[src/hdl/cstrip_pkg.sv]
// Shared types and constants for the comment stripper.
package cstrip_pkg;

    localparam int CH_BITS   = 21;
    localparam int LINE_BITS = 20;
    localparam int COL_BITS  = 16;
    localparam int MAX_RES   = 3;

    // Character codes the scanner reacts to.
    localparam logic [CH_BITS-1:0] C_SLASH = CH_BITS'(8'h2F);
    localparam logic [CH_BITS-1:0] C_STAR  = CH_BITS'(8'h2A);
    localparam logic [CH_BITS-1:0] C_NL    = CH_BITS'(8'h0A);
    localparam logic [CH_BITS-1:0] C_DQ    = CH_BITS'(8'h22);
    localparam logic [CH_BITS-1:0] C_SQ    = CH_BITS'(8'h27);
    localparam logic [CH_BITS-1:0] C_BSL   = CH_BITS'(8'h5C);
    localparam logic [CH_BITS-1:0] C_SP    = CH_BITS'(8'h20);

    typedef enum logic [2:0] {
        M_NORMAL = 3'd0,
        M_SLASH  = 3'd1,
        M_LINE   = 3'd2,
        M_BLOCK  = 3'd3,
        M_BSTAR  = 3'd4,
        M_STR    = 3'd5,
        M_CHR    = 3'd6
    } mode_t;

    typedef enum logic [1:0] {
        ERR_NONE  = 2'd0,
        ERR_BLOCK = 2'd1,
        ERR_STR   = 2'd2,
        ERR_CHR   = 2'd3
    } err_t;

    // Scanner state carried from one character to the next.
    typedef struct packed {
        mode_t                mode;
        logic                 prev_bsl;
        logic [LINE_BITS-1:0] held_line;
        logic [COL_BITS-1:0]  held_col;
        logic [LINE_BITS-1:0] opener_line;
        logic [COL_BITS-1:0]  opener_col;
    } scan_state_t;

    // One result item.
    typedef struct packed {
        logic [CH_BITS-1:0]   ch;
        logic [LINE_BITS-1:0] line;
        logic [COL_BITS-1:0]  col;
        err_t                 err;
        logic                 last;
    } result_t;

    localparam scan_state_t SCAN_RESET = '{
        mode: M_NORMAL, prev_bsl: 1'b0,
        held_line: '0, held_col: '0, opener_line: '0, opener_col: '0
    };

endpackage

[src/hdl/cstrip_step.sv]
// Per-character scanner: next state and up to three result items.
module cstrip_step
    import cstrip_pkg::*;
(
    input  scan_state_t          st,
    input  logic [CH_BITS-1:0]   ch,
    input  logic [LINE_BITS-1:0] line_no,
    input  logic [COL_BITS-1:0]  col_no,
    input  logic                 last,
    output scan_state_t          st_next,
    output result_t              res [MAX_RES],
    output logic [1:0]           res_cnt
);

    always_comb begin
        logic       do_normal;
        logic [1:0] n;
        result_t    r;

        st_next   = st;
        do_normal = 1'b0;
        n         = 2'd0;
        r         = '0;
        for (int i = 0; i < MAX_RES; i++) begin
            res[i] = '0;
        end

        // Mode-specific handling of the incoming character.
        unique case (st.mode)
            M_SLASH: begin
                if (ch == C_SLASH) begin
                    r = '{ch: C_SP, line: '0, col: '0, err: ERR_NONE, last: 1'b0};
                    res[n] = r;
                    n = n + 2'd1;
                    st_next.mode = M_LINE;
                end else if (ch == C_STAR) begin
                    r = '{ch: C_SP, line: '0, col: '0, err: ERR_NONE, last: 1'b0};
                    res[n] = r;
                    n = n + 2'd1;
                    st_next.opener_line = st.held_line;
                    st_next.opener_col  = st.held_col;
                    st_next.mode        = M_BLOCK;
                end else begin
                    r = '{ch: C_SLASH, line: st.held_line, col: st.held_col,
                          err: ERR_NONE, last: 1'b0};
                    res[n] = r;
                    n = n + 2'd1;
                    do_normal = 1'b1;
                end
            end
            M_LINE: begin
                if (ch == C_NL) begin
                    do_normal = 1'b1;
                end
            end
            M_BLOCK: begin
                if (ch == C_STAR) begin
                    st_next.mode = M_BSTAR;
                end
            end
            M_BSTAR: begin
                if (ch == C_SLASH) begin
                    st_next.mode = M_NORMAL;
                end else if (ch != C_STAR) begin
                    st_next.mode = M_BLOCK;
                end
            end
            M_STR, M_CHR: begin
                r = '{ch: ch, line: line_no, col: col_no, err: ERR_NONE, last: 1'b0};
                res[n] = r;
                n = n + 2'd1;
                if (!st.prev_bsl && (ch == ((st.mode == M_STR) ? C_DQ : C_SQ))) begin
                    st_next.mode = M_NORMAL;
                end
                st_next.prev_bsl = (ch == C_BSL);
            end
            default: begin
                do_normal = 1'b1;
            end
        endcase

        // Ordinary text: hold a slash, pass anything else, note literal openers.
        if (do_normal) begin
            st_next.mode = M_NORMAL;
            if (ch == C_SLASH) begin
                st_next.held_line = line_no;
                st_next.held_col  = col_no;
                st_next.mode      = M_SLASH;
            end else begin
                r = '{ch: ch, line: line_no, col: col_no, err: ERR_NONE, last: 1'b0};
                if (n != 2'd3) begin
                    res[n] = r;
                end
                n = n + 2'd1;
                if (ch == C_DQ || ch == C_SQ) begin
                    st_next.opener_line = line_no;
                    st_next.opener_col  = col_no;
                    st_next.prev_bsl    = 1'b0;
                    st_next.mode        = (ch == C_DQ) ? M_STR : M_CHR;
                end
            end
        end

        // End of stream: flush a held slash or report an open construct.
        if (last) begin
            r = '0;
            unique case (st_next.mode)
                M_SLASH: begin
                    r = '{ch: C_SLASH, line: st_next.held_line, col: st_next.held_col,
                          err: ERR_NONE, last: 1'b0};
                end
                M_BLOCK, M_BSTAR: begin
                    r = '{ch: '0, line: st_next.opener_line, col: st_next.opener_col,
                          err: ERR_BLOCK, last: 1'b0};
                end
                M_STR: begin
                    r = '{ch: '0, line: st_next.opener_line, col: st_next.opener_col,
                          err: ERR_STR, last: 1'b0};
                end
                M_CHR: begin
                    r = '{ch: '0, line: st_next.opener_line, col: st_next.opener_col,
                          err: ERR_CHR, last: 1'b0};
                end
                default: begin
                    r = '0;
                end
            endcase
            if (st_next.mode != M_NORMAL && st_next.mode != M_LINE) begin
                if (n != 2'd3) begin
                    res[n] = r;
                end
                n = n + 2'd1;
            end
            // An empty end still produces one end mark.
            if (n == 2'd0) begin
                res[0] = '0;
                n = 2'd1;
            end
            res[2'(n - 2'd1)].last = 1'b1;
            st_next = SCAN_RESET;
        end

        res_cnt = n;
    end

endmodule

[src/hdl/comment_stripper.sv]
// Top level of the comment stripper: input handshake, scanner state, result buffer.
//
// Usage: characters arrive on the s_ channel, one transfer per character, each
// with its line, column and a last flag for the end of the source. Stripped
// text leaves on the m_ channel with error and out_last tags. A comment is
// replaced by one space at line 0, column 0; an unclosed block comment or
// literal at end of stream gives an error item at the opener's position.
// A character's results are registered and appear in the cycle after its transfer.
// Throughput: each character yields 0 to 3 results and the result buffer
// drains one per cycle while the receiver is ready, so plain text then runs
// at one character per cycle. A new character is taken in the
// same cycle that the last buffered result is transferred.
// Reset (aresetn low, synchronous) returns the scanner to normal text and
// empties the buffer. When the receiver stalls, the buffered results hold
// and s_ready stays low until the last of them is transferred.
module comment_stripper
    import cstrip_pkg::*;
(
    input  logic                 aclk,
    input  logic                 aresetn,
    input  logic                 s_valid,
    output logic                 s_ready,
    input  logic [CH_BITS-1:0]   s_ch,
    input  logic [LINE_BITS-1:0] s_line_no,
    input  logic [COL_BITS-1:0]  s_col_no,
    input  logic                 s_last,
    output logic                 m_valid,
    input  logic                 m_ready,
    output logic [CH_BITS-1:0]   m_out_ch,
    output logic [LINE_BITS-1:0] m_out_line,
    output logic [COL_BITS-1:0]  m_out_col,
    output logic [1:0]           m_error,
    output logic                 m_out_last
);

    scan_state_t state_reg;
    scan_state_t state_next;
    result_t     step_res [MAX_RES];
    logic [1:0]  step_cnt;
    result_t     res_reg  [MAX_RES];
    logic [1:0]  cnt_reg;
    logic [1:0]  idx_reg;
    logic        s_xfer;
    logic        m_xfer;
    logic        drain_done;
    result_t     cur;

    cstrip_step u_step (
        .st      (state_reg),
        .ch      (s_ch),
        .line_no (s_line_no),
        .col_no  (s_col_no),
        .last    (s_last),
        .st_next (state_next),
        .res     (step_res),
        .res_cnt (step_cnt)
    );

    // Handshake: a character enters when the buffer is empty or empties this cycle.
    assign m_valid    = (cnt_reg != 2'd0);
    assign m_xfer     = m_valid && m_ready;
    assign drain_done = m_xfer && (idx_reg == 2'(cnt_reg - 2'd1));
    assign s_ready    = !m_valid || drain_done;
    assign s_xfer     = s_valid && s_ready;

    // Scanner state advances on each input transfer.
    always_ff @(posedge aclk) begin
        if (!aresetn) begin
            state_reg <= SCAN_RESET;
        end else if (s_xfer) begin
            state_reg <= state_next;
        end
    end

    // Result buffer control.
    always_ff @(posedge aclk) begin
        if (!aresetn) begin
            cnt_reg <= 2'd0;
            idx_reg <= 2'd0;
        end else if (s_xfer) begin
            cnt_reg <= step_cnt;
            idx_reg <= 2'd0;
        end else if (drain_done) begin
            cnt_reg <= 2'd0;
            idx_reg <= 2'd0;
        end else if (m_xfer) begin
            idx_reg <= idx_reg + 2'd1;
        end
    end

    // Result buffer payload.
    always_ff @(posedge aclk) begin
        if (s_xfer) begin
            for (int i = 0; i < MAX_RES; i++) begin
                res_reg[i] <= step_res[i];
            end
        end
    end

    // Present the current buffered result.
    assign cur        = res_reg[idx_reg];
    assign m_out_ch   = cur.ch;
    assign m_out_line = cur.line;
    assign m_out_col  = cur.col;
    assign m_error    = cur.err;
    assign m_out_last = cur.last;

endmodule

[config.mk]
export PLATFORM = sky130hd
export DESIGN_NAME = comment_stripper
export DESIGN_NICKNAME = d
export VERILOG_FILES = /design/src/hdl/cstrip_pkg.sv /design/src/hdl/cstrip_step.sv /design/src/hdl/comment_stripper.sv
export SDC_FILE = /design/constraint.sdc
export NUM_CORES = 1
export LEC_CHECK = 0
export BUFFER_PORTS_ARGS = -buffer_cell sky130_fd_sc_hd__buf_2
export CORE_ASPECT_RATIO = 0.6
export CORE_MARGIN = 3
export CORE_UTILIZATION = 45
export DETAILED_ROUTE_END_ITERATION = 12
export SYNTH_ARGS = -nofsm -noshare
export SYNTH_HDL_FRONTEND = slang
export SYNTH_SLANG_ARGS = --single-unit
[constraint.sdc]
create_clock -name aclk -period 36.6 [get_ports aclk]
set_input_delay 7.32 -clock aclk [delete_from_list [all_inputs] [get_ports aclk]]
set_output_delay 7.32 -clock aclk [all_outputs]
set_load 0.02 [all_outputs]
Word level (Yosys, flattened, before mapping). Memory sizes are Yosys's and may differ from the RTL's. A register that Yosys moved wholly into a read port is not among the register bits. Cells that the tools add are included. W data, S select, Z words.

Bitwise logic cells: 4. Reduce and logical (&&, ||, !) cells: 21. Add/subtract/negate cells: 5. Magnitude comparators: 6. Equality and inequality tests: 23. Muxes and demuxes: 62.

Operators by type and width (number): $mux W180 (7); $bwmux W180 (3); $demux W60 S2 (3); $mux W60 (6); $mux W36 (6); $pmux W45 S4 (1); $mux W76 (2); $pmux W60 S2 (1); $eq A21 B6 Y1 const B (4); $mux W43 (1); $mux W2 (12); $mux W3 (8); $eq A21 B21 Y1 (1); $eq A21 B4 Y1 const B (1); $eq A21 B7 Y1 const B (1); $ne A21 B6 Y1 const B (1); $eq A3 B3 Y1 const B (6); $pmux W3 S4 (1); $eq A3 B2 Y1 const B (3); $ge A3 B3 Y1 const B (3); $lt A3 B1 Y1 const B (3); $mux W1 (9); $logic_and A1 B1 Y1 (8); $eq A3 B1 Y1 const B (2); other kinds (20) (28).

Bits in writable memories: 180. Input port bits: 62. Register bits: 80. Memories kept: 1. Output and inout bits: 62.

Memory list: res_reg (words 3, width 60, read ports 1, clocked after Yosys merged registers in 1, write ports 3, line comment_stripper.sv:40) `result_t res_reg [MAX_RES];`.

Depth between registers and ports, before layout. Gate-level depths: netlist (run 1).

Word-level depth: 22. Mapped depth: 17. Mapped depth without buffers: 14.

Modules after synthesis. From an unflattened synthesis (run 1), not the netlist that was laid out.

Cell total of the unflattened synthesis: 1562. Area, all modules: 14595.2 um^2.

By module, submodules not included: comment_stripper (instances 1, area an instance 9870.7 um^2, cells each 742); cstrip_step (instances 1, area an instance 4724.5 um^2, cells each 820).

Worst setup path after synthesis (run 1). OpenSTA, ideal clock, no wires.

Kind: input -> register. Start: input port m_ready. End: register state_reg[36] (netlist bit). Setup slack: 19.177 ns. Library setup time: 0.060 ns. Arrival time: 17.364 ns. Stages on the path: 6. Path buffers: 1. Cell sequence: nand3_1 -> a21boi_1 -> nand3_1 -> o22ai_1 -> clkbuf_1 -> a22o_1.

Longest elaborated chain between the ends: 4.

RTL lines: from (decl) (line comment_stripper.sv:28) `input logic m_ready,`; $logic_and A1 B1 Y1 (line comment_stripper.sv:61) `assign m_xfer = m_valid && m_ready;`; $logic_and A1 B1 Y1 (line comment_stripper.sv:62) `assign drain_done = m_xfer && (idx_reg == 2'(cnt_reg - 2'd1));`; $logic_or A1 B1 Y1 (line comment_stripper.sv:63) `assign s_ready = !m_valid || drain_done;`; $logic_and A1 B1 Y1 (line comment_stripper.sv:64) `assign s_xfer = s_valid && s_ready;`; named net s_xfer (line comment_stripper.sv:43) `logic s_xfer;`; to (signal assigned) (line comment_stripper.sv:71) `state_reg <= state_next;`; to (decl) (line comment_stripper.sv:36) `scan_state_t state_reg;`.

The timed path passes the listed nets, and every way through them passes these cells. A chain may end at the register's enable or synchronous reset.

Final worst setup path (run 1).
Start: input port m_ready. End: output port s_ready.

Longest elaborated chain between the ends: 3.

RTL lines: $logic_and A1 B1 Y1 (line comment_stripper.sv:61); $logic_and A1 B1 Y1 (line comment_stripper.sv:62); $logic_or A1 B1 Y1 (line comment_stripper.sv:63); to (decl) (line comment_stripper.sv:22) `output logic s_ready,`.

No other way between the ends.

==> flow_summary.json, run 1 <==
{
  "post_cts_buffers": 0,
  "setup_tns_ns": 0,
  "switching_share": 0.240,
  "die_w_um": 223,
  "fin_worst_skew_ns": 0.00869,
  "grtUsageTotal": 0.233,
  "startpoint": "m_ready",
  "via_per_inst": 5.98,
  "nets": 1405,
  "synth_area_leaders": "edfxtp_1, dfxtp_1, o21ai_0",
  "gr-total-overflow": 0,
  "rsz0062_at_grt": "no",
  "core-area_um2": 27100,
  "worstSetupEndpointType": "output pin",
  "met2_usage": 0.339,
  "yosysTopAreaCell": "edfxtp_1",
  "largest_register_ffs": 160,
  "synth_commonest_cells": "edfxtp_1, nand2_1, o21ai_0",
  "initial_core_util": 0.469,
  "worstPathRequired_ns": 29.28,
  "worstHoldPathCells": 2,
  "leakagePower_nw": 4.81,
  "ys_seq_elements": 242,
  "synth_top_family_by_area": "compound AO/OA/AOI/OAI gates",
  "reg2reg_slack_ns": 31.89,
  "cts_buffers": 25,
  "drt_iter0_drc": 1063,
  "ios": 124,
  "dpl.hpwl_mm": 20.8,
  "p_per_area_nw_per_um2": 42.6,
  "pwr-share-clk": 0.410,
  "switching_power_mw": 0.148,
  "clockRootBuffer": "clkbuf_16",
  "fmax_ghz": 0.0662,
  "hold_viol_final": 0,
  "synth-xor-area-share": 0.00344,
  "finalCritPeriodShare": 0.413,
  "seqPwrFrac": 0.503,
  "grt_pass1_wl_mm": 56.0,
  "relSlewSlack": 0.281,
  "yosysMostFrequentCell": "edfxtp_1",
  "synth.net_count": 1332,
  "maxCapViolations": 0,
  "synth_mux_area_frac": 0.0450,
  "place_ws_ns": 21.50,
  "post-synth-top-area-fraction": 0.378,
  "async_flop_share": 0,
  "grt_max_degree": 166,
  "min_period_ns": 15.10,
  "hp-start": "state_reg[26]",
  "cts_resized": 0,
  "met1_usage": 0.362,
  "netlist_area_um2": 12700,
  "detail-route-antenna-nets": 0,
  "seq_area_frac_synth": 0.507,
  "path_clk_slew_ns": 0.06,
  "synthAdderAreaFrac": 0.00590,
  "p_int_mw": 0.467,
  "fin_cells": 1718,
  "path_class": "in -> out",
  "reg2regPathDepth": 12,
  "finalWirelength_mm": 36.1,
  "die_area_um2": 30400,
  "synth-edff-count": 160,
  "cts_hold_buf": 0,
  "gp_congestion": 0.915,
  "r2r-end": "res_reg[0][3]",
  "htreeDepth": 1,
  "clk_latency_ns": 0.53,
  "synthCells": 1264,
  "crit_fanout": 2,
  "ys_warn_count": 0,
  "register_area_um2": 6450,
  "fp-row-count": 46,
  "crit_arrival_ns": 7.78,
  "cts_sinks": 242,
  "nFillCells": 2409,
  "status": "complete, no violations",
  "postLayoutSetupSlackWorst_ns": 21.50,
  "clockBufferDepth": 3,
  "cts_tree": "built",
  "placed_cells": 1670,
  "placed_area_um2": 13600,
  "min_to": "state_reg[26]",
  "synthSimpleGateAreaFrac": 0.133,
  "drc": 0,
  "synth_flop_cell": "edfxtp_1",
  "grt_antenna_before_repair": 3,
  "top_usage_layer": "met1",
  "min_path_type": "reg -> reg",
  "peakVddDrop_mv": 0.0354,
  "drt_first_pass_iters": 5,
  "final_cell_area_um2": 14400,
  "multiInputGateArea_um2": 5660,
  "final-setup-viol-count": 0,
  "use_met3": 0.0326,
  "synth-compound-area-share": 0.250,
  "synth_cell_types": 73,
  "start_kind": "input pin",
  "layout-drive-gt1-share": 0.177,
  "areaGrowthSynthToFinish_pct": 13.5,
  "grt_pass1_vias": 9636,
  "die_h_um": 136,
  "worst_pin_slew_ns": 1.08,
  "drv_slew": 0,
  "routedWlPerCell_um": 21.0,
  "dr_total_vias": 10300,
  "port_buffers": 123,
  "p_total_mw": 0.615,
  "timing.rr.start": "state_reg[73]",
  "syn_avg_cell_area_um2": 10.1,
  "combPwrFrac": 0.087
}
cell usage in the layout, fill, tap and decap left out, types with 38 or more instances in the layout:
cell type,n
edfxtp_1,160
nand2_1,127
o21ai_0,127
buf_2,123
nor2_1,81
inv_1,80
dfxtp_1,80
mux2i_1,56
nand3_1,46
a22o_1,38
critical path, stage by stage:
cell and delay (ns):
buf_2 0.08, nand3_1 0.12, nand2_1 0.10, buf_2 0.16
per-stage QoR:
| step | util | hold slack [ns] |
|---|---|---|
| after floorplan | - | 0.425 |
| after global placement | 0.503 | 0.434 |
| after detailed placement | 0.503 | 0.443 |
| after CTS | 0.532 | 0.457 |
| after global routing | 0.533 | 0.471 |
| final | 0.533 | 0.451 |
metal layers:
layer | wire, um | share of wire
met1 | 17800 | 0.49
met2 | 15100 | 0.42
met3 | 2400 | 0.066
met4 | 759 | 0.021
met5 | 13 | 0.00036
worst max path at each step:
| stage | end | cells after the start | slack, ns |
|---|---|---|---|
| 2_1_floorplan | state_reg[36] | 6 | 19.18 |
| 3_3_place_gp | s_ready | 4 | 21.49 |
| 3_5_place_dp | s_ready | 4 | 21.50 |
| 4_1_cts | s_ready | 4 | 21.49 |
| 5_1_grt | s_ready | 4 | 21.46 |
| 6_report | s_ready | 4 | 21.50 |
power by group through the flow:
stage	Sequential, mW	Combinational (mW)	Clock (mW)
2_1_floorplan	0.317	0.0321	0
3_5_place_dp	0.315	0.0540	0
5_1_grt	0.310	0.0583	0.268
3_3_place_gp	0.315	0.0537	0
6_report	0.309	0.0538	0.252
4_1_cts	0.309	0.0542	0.258
final cells by class:
| class | instances | area share |
|---|---|---|
| Timing Repair Buffer | 141 | 0.0529 |
| Clock buffer | 34 | 0.0478 |
| Tap cell | 360 | 0.0312 |
| Antenna cell | 2 | 0.000347 |
| Multi-Input combinational cell | 847 | 0.392 |
| Inverter | 80 | 0.0208 |
| Clock inverter | 12 | 0.00789 |
| Sequential cell | 242 | 0.447 |
kinds of logic (layout without fill, tap and decap cells):
group | count (synthesis) | count (layout)
AOI/OAI and AO/OA | 420 | 420
xor gates and xnor gates | 5 | 5
adders and majority gates | 6 | 6
buffers and inverters | 175 | 267
DFF | 242 | 242
muxes | 57 | 57
other | 0 | 2
and+or+nand+nor | 359 | 359
(Power assumes the default switching activity.)
==> run 2, diff against run 1 <==
==> constraint.sdc (replaced) <==
create_clock -name aclk -period 14.5 [get_ports aclk]
set_input_delay 2.9 -clock aclk [delete_from_list [all_inputs] [get_ports aclk]]
set_output_delay 2.9 -clock aclk [all_outputs]
set_load 0.02 [all_outputs]
==> flow_summary.json, run 2 (synthesized netlist as in run 1, its figures left out) <==
{
  "status": "complete, no violations",
  "die_area_um2": 30400,
  "p_per_area_nw_per_um2": 110,
  "port_buffers": 123,
  "reg2reg_slack_ns": 9.92,
  "drv_slew": 0,
  "grtUsageTotal": 0.234,
  "setup_tns_ns": 0,
  "cts_buffers": 25,
  "cts_tree": "built",
  "crit_path_cell_trace": "buf_2 > nor4_2 > nand4_1 > o21ai_0 > nand2_1 > nand2_1 > inv_1 > ha_1 > nor2_1 > nand2_1 > nor2_1 > or2_2 > o2bb2ai_1",
  "path_class": "in -> reg",
  "ios": 124,
  "grt_antenna_before_repair": 1,
  "placed_area_um2": 13600,
  "grt_pass1_vias": 9664,
  "core-area_um2": 27100,
  "post_cts_buffers": 0,
  "path_clk_slew_ns": 0.06,
  "place_ws_ns": 6.82,
  "detail-route-antenna-nets": 0,
  "die_w_um": 223,
  "fmax_ghz": 0.137,
  "relSlewSlack": 0.314,
  "cts_hold_buf": 0,
  "dpl.hpwl_mm": 21.5,
  "start_kind": "input pin",
  "final_cell_area_um2": 14500,
  "p_total_mw": 1.60,
  "largest_register_ffs": 160,
  "worstPathRequired_ns": 14.87,
  "via_per_inst": 5.97,
  "peakVddDrop_mv": 0.0873,
  "clk_latency_ns": 0.54,
  "mostFrequentLayoutCell": "edfxtp_1",
  "initial_core_util": 0.469,
  "htreeDepth": 1,
  "worstSetupEndpointType": "flip-flop",
  "finalWirelength_mm": 36.5,
  "fin_worst_skew_ns": 0.0146,
  "cts_sinks": 242,
  "cts_resized": 0,
  "final-setup-viol-count": 0,
  "routedWlPerCell_um": 21.3,
  "seqPwrFrac": 0.488,
  "pwr-share-clk": 0.426,
  "crit_slowest_cell": "or2_2",
  "timing.rr.start": "state_reg[73]",
  "dr_total_vias": 10300,
  "cp_num_buf_inv": 2,
  "r2r-end": "res_reg[0][5]",
  "nFillCells": 2443,
  "clockBufferDepth": 3,
  "combPwrFrac": 0.086,
  "min_path_type": "reg -> reg",
  "critPathTopFamily": "simple AND/OR/NAND/NOR gates",
  "clockRootBuffer": "clkbuf_16",
  "gp_congestion": 0.948,
  "fp-row-count": 46,
  "areaGrowthSynthToFinish_pct": 13.9,
  "switching_power_mw": 0.384,
  "crit_arrival_ns": 7.68,
  "drc": 0,
  "final_cell_mix": "edfxtp_1, nand2_1, o21ai_0",
  "layout-drive-gt1-share": 0.181,
  "drt_first_pass_iters": 6,
  "finalCritPeriodShare": 0.504,
  "min_period_ns": 7.31,
  "postLayoutSetupSlackWorst_ns": 7.19,
  "reg2regPathDepth": 12,
  "cpMostUsedCell": "nand2_1",
  "min_to": "state_reg[26]",
  "die_h_um": 136,
  "hold_viol_final": 0,
  "critical-path-max-stage-delay_ns": 0.88,
  "nets": 1405,
  "rsz0062_at_grt": "no",
  "switching_share": 0.241,
  "worst_pin_slew_ns": 1.03,
  "maxCapViolations": 0,
  "gr-total-overflow": 0,
  "grt_max_degree": 166,
  "worstHoldPathCells": 2,
  "grt_pass1_wl_mm": 56.4,
  "drt_iter0_drc": 1181,
  "p_int_mw": 1.21,
  "hp-start": "state_reg[26]",
  "leakagePower_nw": 4.85,
  "crit_fanout": 36
}
-- run 2: cell types whose count changed in the layout (fill, tap and decap cells not counted) --
cell	delta
bufinv_16	+1
clkbuf_1	-3
clkbuf_8	+3
clkinv_1	-3
clkinv_2	+2
clkinvlp_4	-2
diode_2	-1
inv_4	+1
inv_6	+1
-- run 2: worst register-to-register path: stages, from the launching register on --
cell and delay, ns:
dfxtp_1 0.64, nand2b_1 0.14, nor2_1 0.54, o21ai_0 0.35
nand2_1 0.26, nand2_1 0.18, ha_1 0.40, nand4_1 0.20
and3_1 0.23, and3_1 0.25, a211oi_4 0.23, buf_4 0.61
o221ai_1 0.26
-- run 2: cell type report --
cell class / count / area, um2 / area share
inverters: 80 / 300 / 0.0207
diodes: 1 / 2.50 / 0.000173
clock buffers: 34 / 719 / 0.0496
clock inverters: 12 / 143 / 0.00984
well taps: 360 / 450 / 0.0311
multi-input cells: 847 / 5660 / 0.391
repair buffers: 141 / 763 / 0.0527
flip-flops and latches: 242 / 6450 / 0.445
-- run 2: power by group through the flow --
| stage | registers [mW] | clock network [mW] | logic [mW] |
|---|---|---|---|
| 6_report | 0.780 | 0.680 | 0.137 |
| 4_1_cts | 0.780 | 0.692 | 0.137 |
| 5_1_grt | 0.782 | 0.717 | 0.148 |
| 2_1_floorplan | 0.801 | 0 | 0.0810 |
| 3_5_place_dp | 0.795 | 0 | 0.137 |
| 3_3_place_gp | 0.794 | 0 | 0.137 |
-- run 2: per-stage QoR --
stage / hold WS [ns] / std cells / util
after floorplan: 0.425 / 1264 / -
after global routing: 0.475 / 1717 / 0.535
after global placement: 0.433 / 1670 / 0.503
final: 0.454 / 1717 / 0.535
after detailed placement: 0.443 / 1670 / 0.503
after CTS: 0.457 / 1716 / 0.535
-- run 2: worst max-delay path by stage --
stage	slack (ns)	end	depth (start not counted)	from
5_1_grt	6.93	res_reg[0][3]	15	s_ch[12]
6_report	7.19	res_reg[1][29]	13	s_ch[20]
4_1_cts	7.37	res_reg[0][5]	15	s_ch[12]
2_1_floorplan	1.50	state_reg[36]	6	m_ready
3_5_place_dp	6.82	res_reg[0][7]	15	s_ch[12]
3_3_place_gp	6.87	res_reg[0][5]	15	s_ch[12]
-- run 2: layer usage --
layer,GRT usage,routed length (um),share of wire,vias to the layer above
li1,-,-,-,4868
met1,0.366,18000,0.49,4926
met2,0.334,15100,0.41,403
met3,0.0408,2670,0.073,55
met4,0.0568,702,0.019,0
met5,0,0,0,-
==> run 3, diff against run 2 <==
--- a/config.mk
+++ b/config.mk
@@ -5,11 +5,13 @@
 export SDC_FILE = /design/constraint.sdc
 export NUM_CORES = 1
 export LEC_CHECK = 0
+export ABC_AREA = 1
 export BUFFER_PORTS_ARGS = -buffer_cell sky130_fd_sc_hd__buf_2
 export CORE_ASPECT_RATIO = 0.6
 export CORE_MARGIN = 3
 export CORE_UTILIZATION = 45
 export DETAILED_ROUTE_END_ITERATION = 12
+export PLACE_DENSITY = 0.66
 export SYNTH_ARGS = -nofsm -noshare
 export SYNTH_HDL_FRONTEND = slang
 export SYNTH_SLANG_ARGS = --single-unit
==> constraint.sdc (replaced) <==
create_clock -name aclk -period 6.4 [get_ports aclk]
set_input_delay 1.28 -clock aclk [delete_from_list [all_inputs] [get_ports aclk]]
set_output_delay 1.28 -clock aclk [all_outputs]
set_load 0.02 [all_outputs]
==> flow_summary.json, run 3 <==
{
  "status": "complete, no violations",
  "setup_tns_ns": 0,
  "crit_arrival_ns": 4.80,
  "grt_max_degree": 85,
  "synth_flop_cell": "edfxtp_1",
  "gp_congestion": 0.874,
  "port_buffers": 123,
  "die_w_um": 226,
  "pwr-share-clk": 0.399,
  "nets": 1761,
  "crit_fanout": 40,
  "critical-path-max-stage-delay_ns": 0.65,
  "min_period_ns": 4.51,
  "postLayoutSetupSlackWorst_ns": 1.89,
  "synth-xor-area-share": 0.000673,
  "combPwrFrac": 0.103,
  "syn_avg_cell_area_um2": 7.97,
  "switching_power_mw": 0.924,
  "post-synth-top-area-fraction": 0.369,
  "p_per_area_nw_per_um2": 247,
  "dpl.hpwl_mm": 24.0,
  "clockBufferDepth": 3,
  "htreeDepth": 1,
  "die_h_um": 138,
  "synth_area_leaders": "edfxtp_1, dfxtp_1, nand2_1",
  "fmax_ghz": 0.221,
  "final_cell_mix": "nand2_1, o21ai_0, edfxtp_1",
  "drt_first_pass_iters": 8,
  "grtUsageTotal": 0.258,
  "cts_tree": "built",
  "path_class": "in -> reg",
  "maxCapViolations": 0,
  "areaGrowthSynthToFinish_pct": 11.7,
  "rsz0062_at_grt": "no",
  "worst_pin_slew_ns": 1.12,
  "nFillCells": 2687,
  "ys_seq_elements": 242,
  "grt_pass1_wl_mm": 62.9,
  "dr_total_vias": 12200,
  "cts_hold_buf": 0,
  "relSlewSlack": 0.254,
  "fin_worst_skew_ns": 0.0168,
  "crit_slowest_cell": "nand2_2",
  "layout-drive-gt1-share": 0.138,
  "initial_core_util": 0.465,
  "routedWlPerCell_um": 19.6,
  "synth.net_count": 1701,
  "synth-compound-area-share": 0.199,
  "async_flop_share": 0,
  "finalCritPeriodShare": 0.705,
  "clockRootBuffer": "clkbuf_16",
  "final-setup-viol-count": 0,
  "crit_path_cell_trace": "buf_2 > nor2_1 > nand2_1 > nor2_2 > nand3_4 > nand3_2 > nand2_4 > buf_4 > o21ai_2 > inv_2 > ha_1 > inv_1 > nand3_2 > nand2_2 > buf_4 > o21ai_0",
  "synth-edff-count": 160,
  "hold_slack_ns": 0.488,
  "synth_top_family_by_area": "simple AND/OR/NAND/NOR gates",
  "synthSimpleGateAreaFrac": 0.224,
  "critPathTopFamily": "simple AND/OR/NAND/NOR gates",
  "largest_register_ffs": 160,
  "p_total_mw": 3.60,
  "clk_latency_ns": 0.55,
  "cts_sinks": 242,
  "start_kind": "input pin",
  "p_int_mw": 2.67,
  "switching_share": 0.257,
  "netlist_area_um2": 13000,
  "post_cts_buffers": 0,
  "gr-total-overflow": 0,
  "drt_iter0_drc": 1445,
  "hold_viol_final": 0,
  "synth_mux_area_frac": 0,
  "worstSetupEndpointType": "flip-flop",
  "detail-route-antenna-nets": 0,
  "synthCells": 1633,
  "ios": 124,
  "worstPathRequired_ns": 6.69,
  "yosysTopAreaCell": "edfxtp_1",
  "fp-row-count": 47,
  "peakVddDrop_mv": 0.161,
  "cp_num_buf_inv": 5,
  "grt_pass1_vias": 11200,
  "diodes": 0,
  "via_per_inst": 5.85,
  "post-route-util": 0.520,
  "register_area_um2": 6450,
  "drv_slew": 0,
  "leakagePower_nw": 6.05,
  "seqPwrFrac": 0.498,
  "synth_commonest_cells": "nand2_1, o21ai_0, edfxtp_1",
  "multiInputGateArea_um2": 5610,
  "yosysMostFrequentCell": "nand2_1",
  "core-area_um2": 28000,
  "drc": 0,
  "place_ws_ns": 1.42,
  "synthAdderAreaFrac": 0.00577,
  "grt_antenna_before_repair": 0,
  "min_path_type": "reg -> reg",
  "path_clk_slew_ns": 0.07,
  "seq_area_frac_synth": 0.495,
  "mostFrequentLayoutCell": "nand2_1",
  "finalWirelength_mm": 40.8,
  "cts_resized": 0,
  "synth_cell_types": 41,
  "die_area_um2": 31100,
  "ys_warn_count": 0,
  "cts_buffers": 25
}
[run 3: worst reg2reg max path: cells and delay by family (launching register included)]
family / cells / cell delay, ns
compound gates: 3 / 0.65
buf+inv: 5 / 1.07
fa+ha+maj: 1 / 0.18
simple gates: 5 / 1.53
flops: 1 / 0.42
[run 3: cell families (layout without fill, tap and decap cells)]
logic type               after synthesis  in the layout
flip-flops                           242            242
buffers and inverters                236            315
XOR/XNOR                               1              1
adder cells (fa/ha/maj)                6              6
AND/OR/NAND/NOR                      688            688
AO/OA/AOI/OAI                        460            460
[run 3: worst paths after layout]
kind | end | slack [ns] | depth (start not counted) | start
worst min register to register | state_reg[72] | 0.49 | 2 | state_reg[72]
worst max-delay path | res_reg[1][33] | 1.89 | 16 | s_ch[6]
worst min-delay path | state_reg[72] | 0.49 | 2 | state_reg[72]
worst max register to register | res_reg[1][33] | 2.30 | 14 | state_reg[75]
[run 3: metrics by stage]
| stage | cell area (um2) | std cells |
|---|---|---|
| final | 14500 | 2079 |
| after CTS | 14500 | 2079 |
| after global placement | 13800 | 2033 |
| after detailed placement | 13800 | 2033 |
| after floorplan | 13000 | 1633 |
| after global routing | 14500 | 2079 |
[run 3: cell type report]
class                      instances  share of cell area
clock buffer                      33              0.0458
clock inverter                    13             0.00791
inverter                         126              0.0334
multi-input combinational       1155               0.385
sequential                       242               0.443
tap                              367              0.0316
timing repair buffer             143              0.0526
[run 3: metal layers]
metal | up-vias | wire length (um) | GRT usage
li1 | 5685 | - | -
met1 | 5716 | 18900 | 0.393
met2 | 682 | 17200 | 0.381
met3 | 78 | 3900 | 0.0439
met4 | 0 | 717 | 0.0627
met5 | - | 0 | 0
[run 3: power by group through the flow]
stage	clock network (mW)	logic, mW	registers (mW)
after CTS	1.45	0.371	1.79
final	1.44	0.370	1.79
after detailed placement	0	0.369	1.82
after global placement	0	0.365	1.82
after floorplan	0	0.226	1.82
after global routing	1.51	0.403	1.80
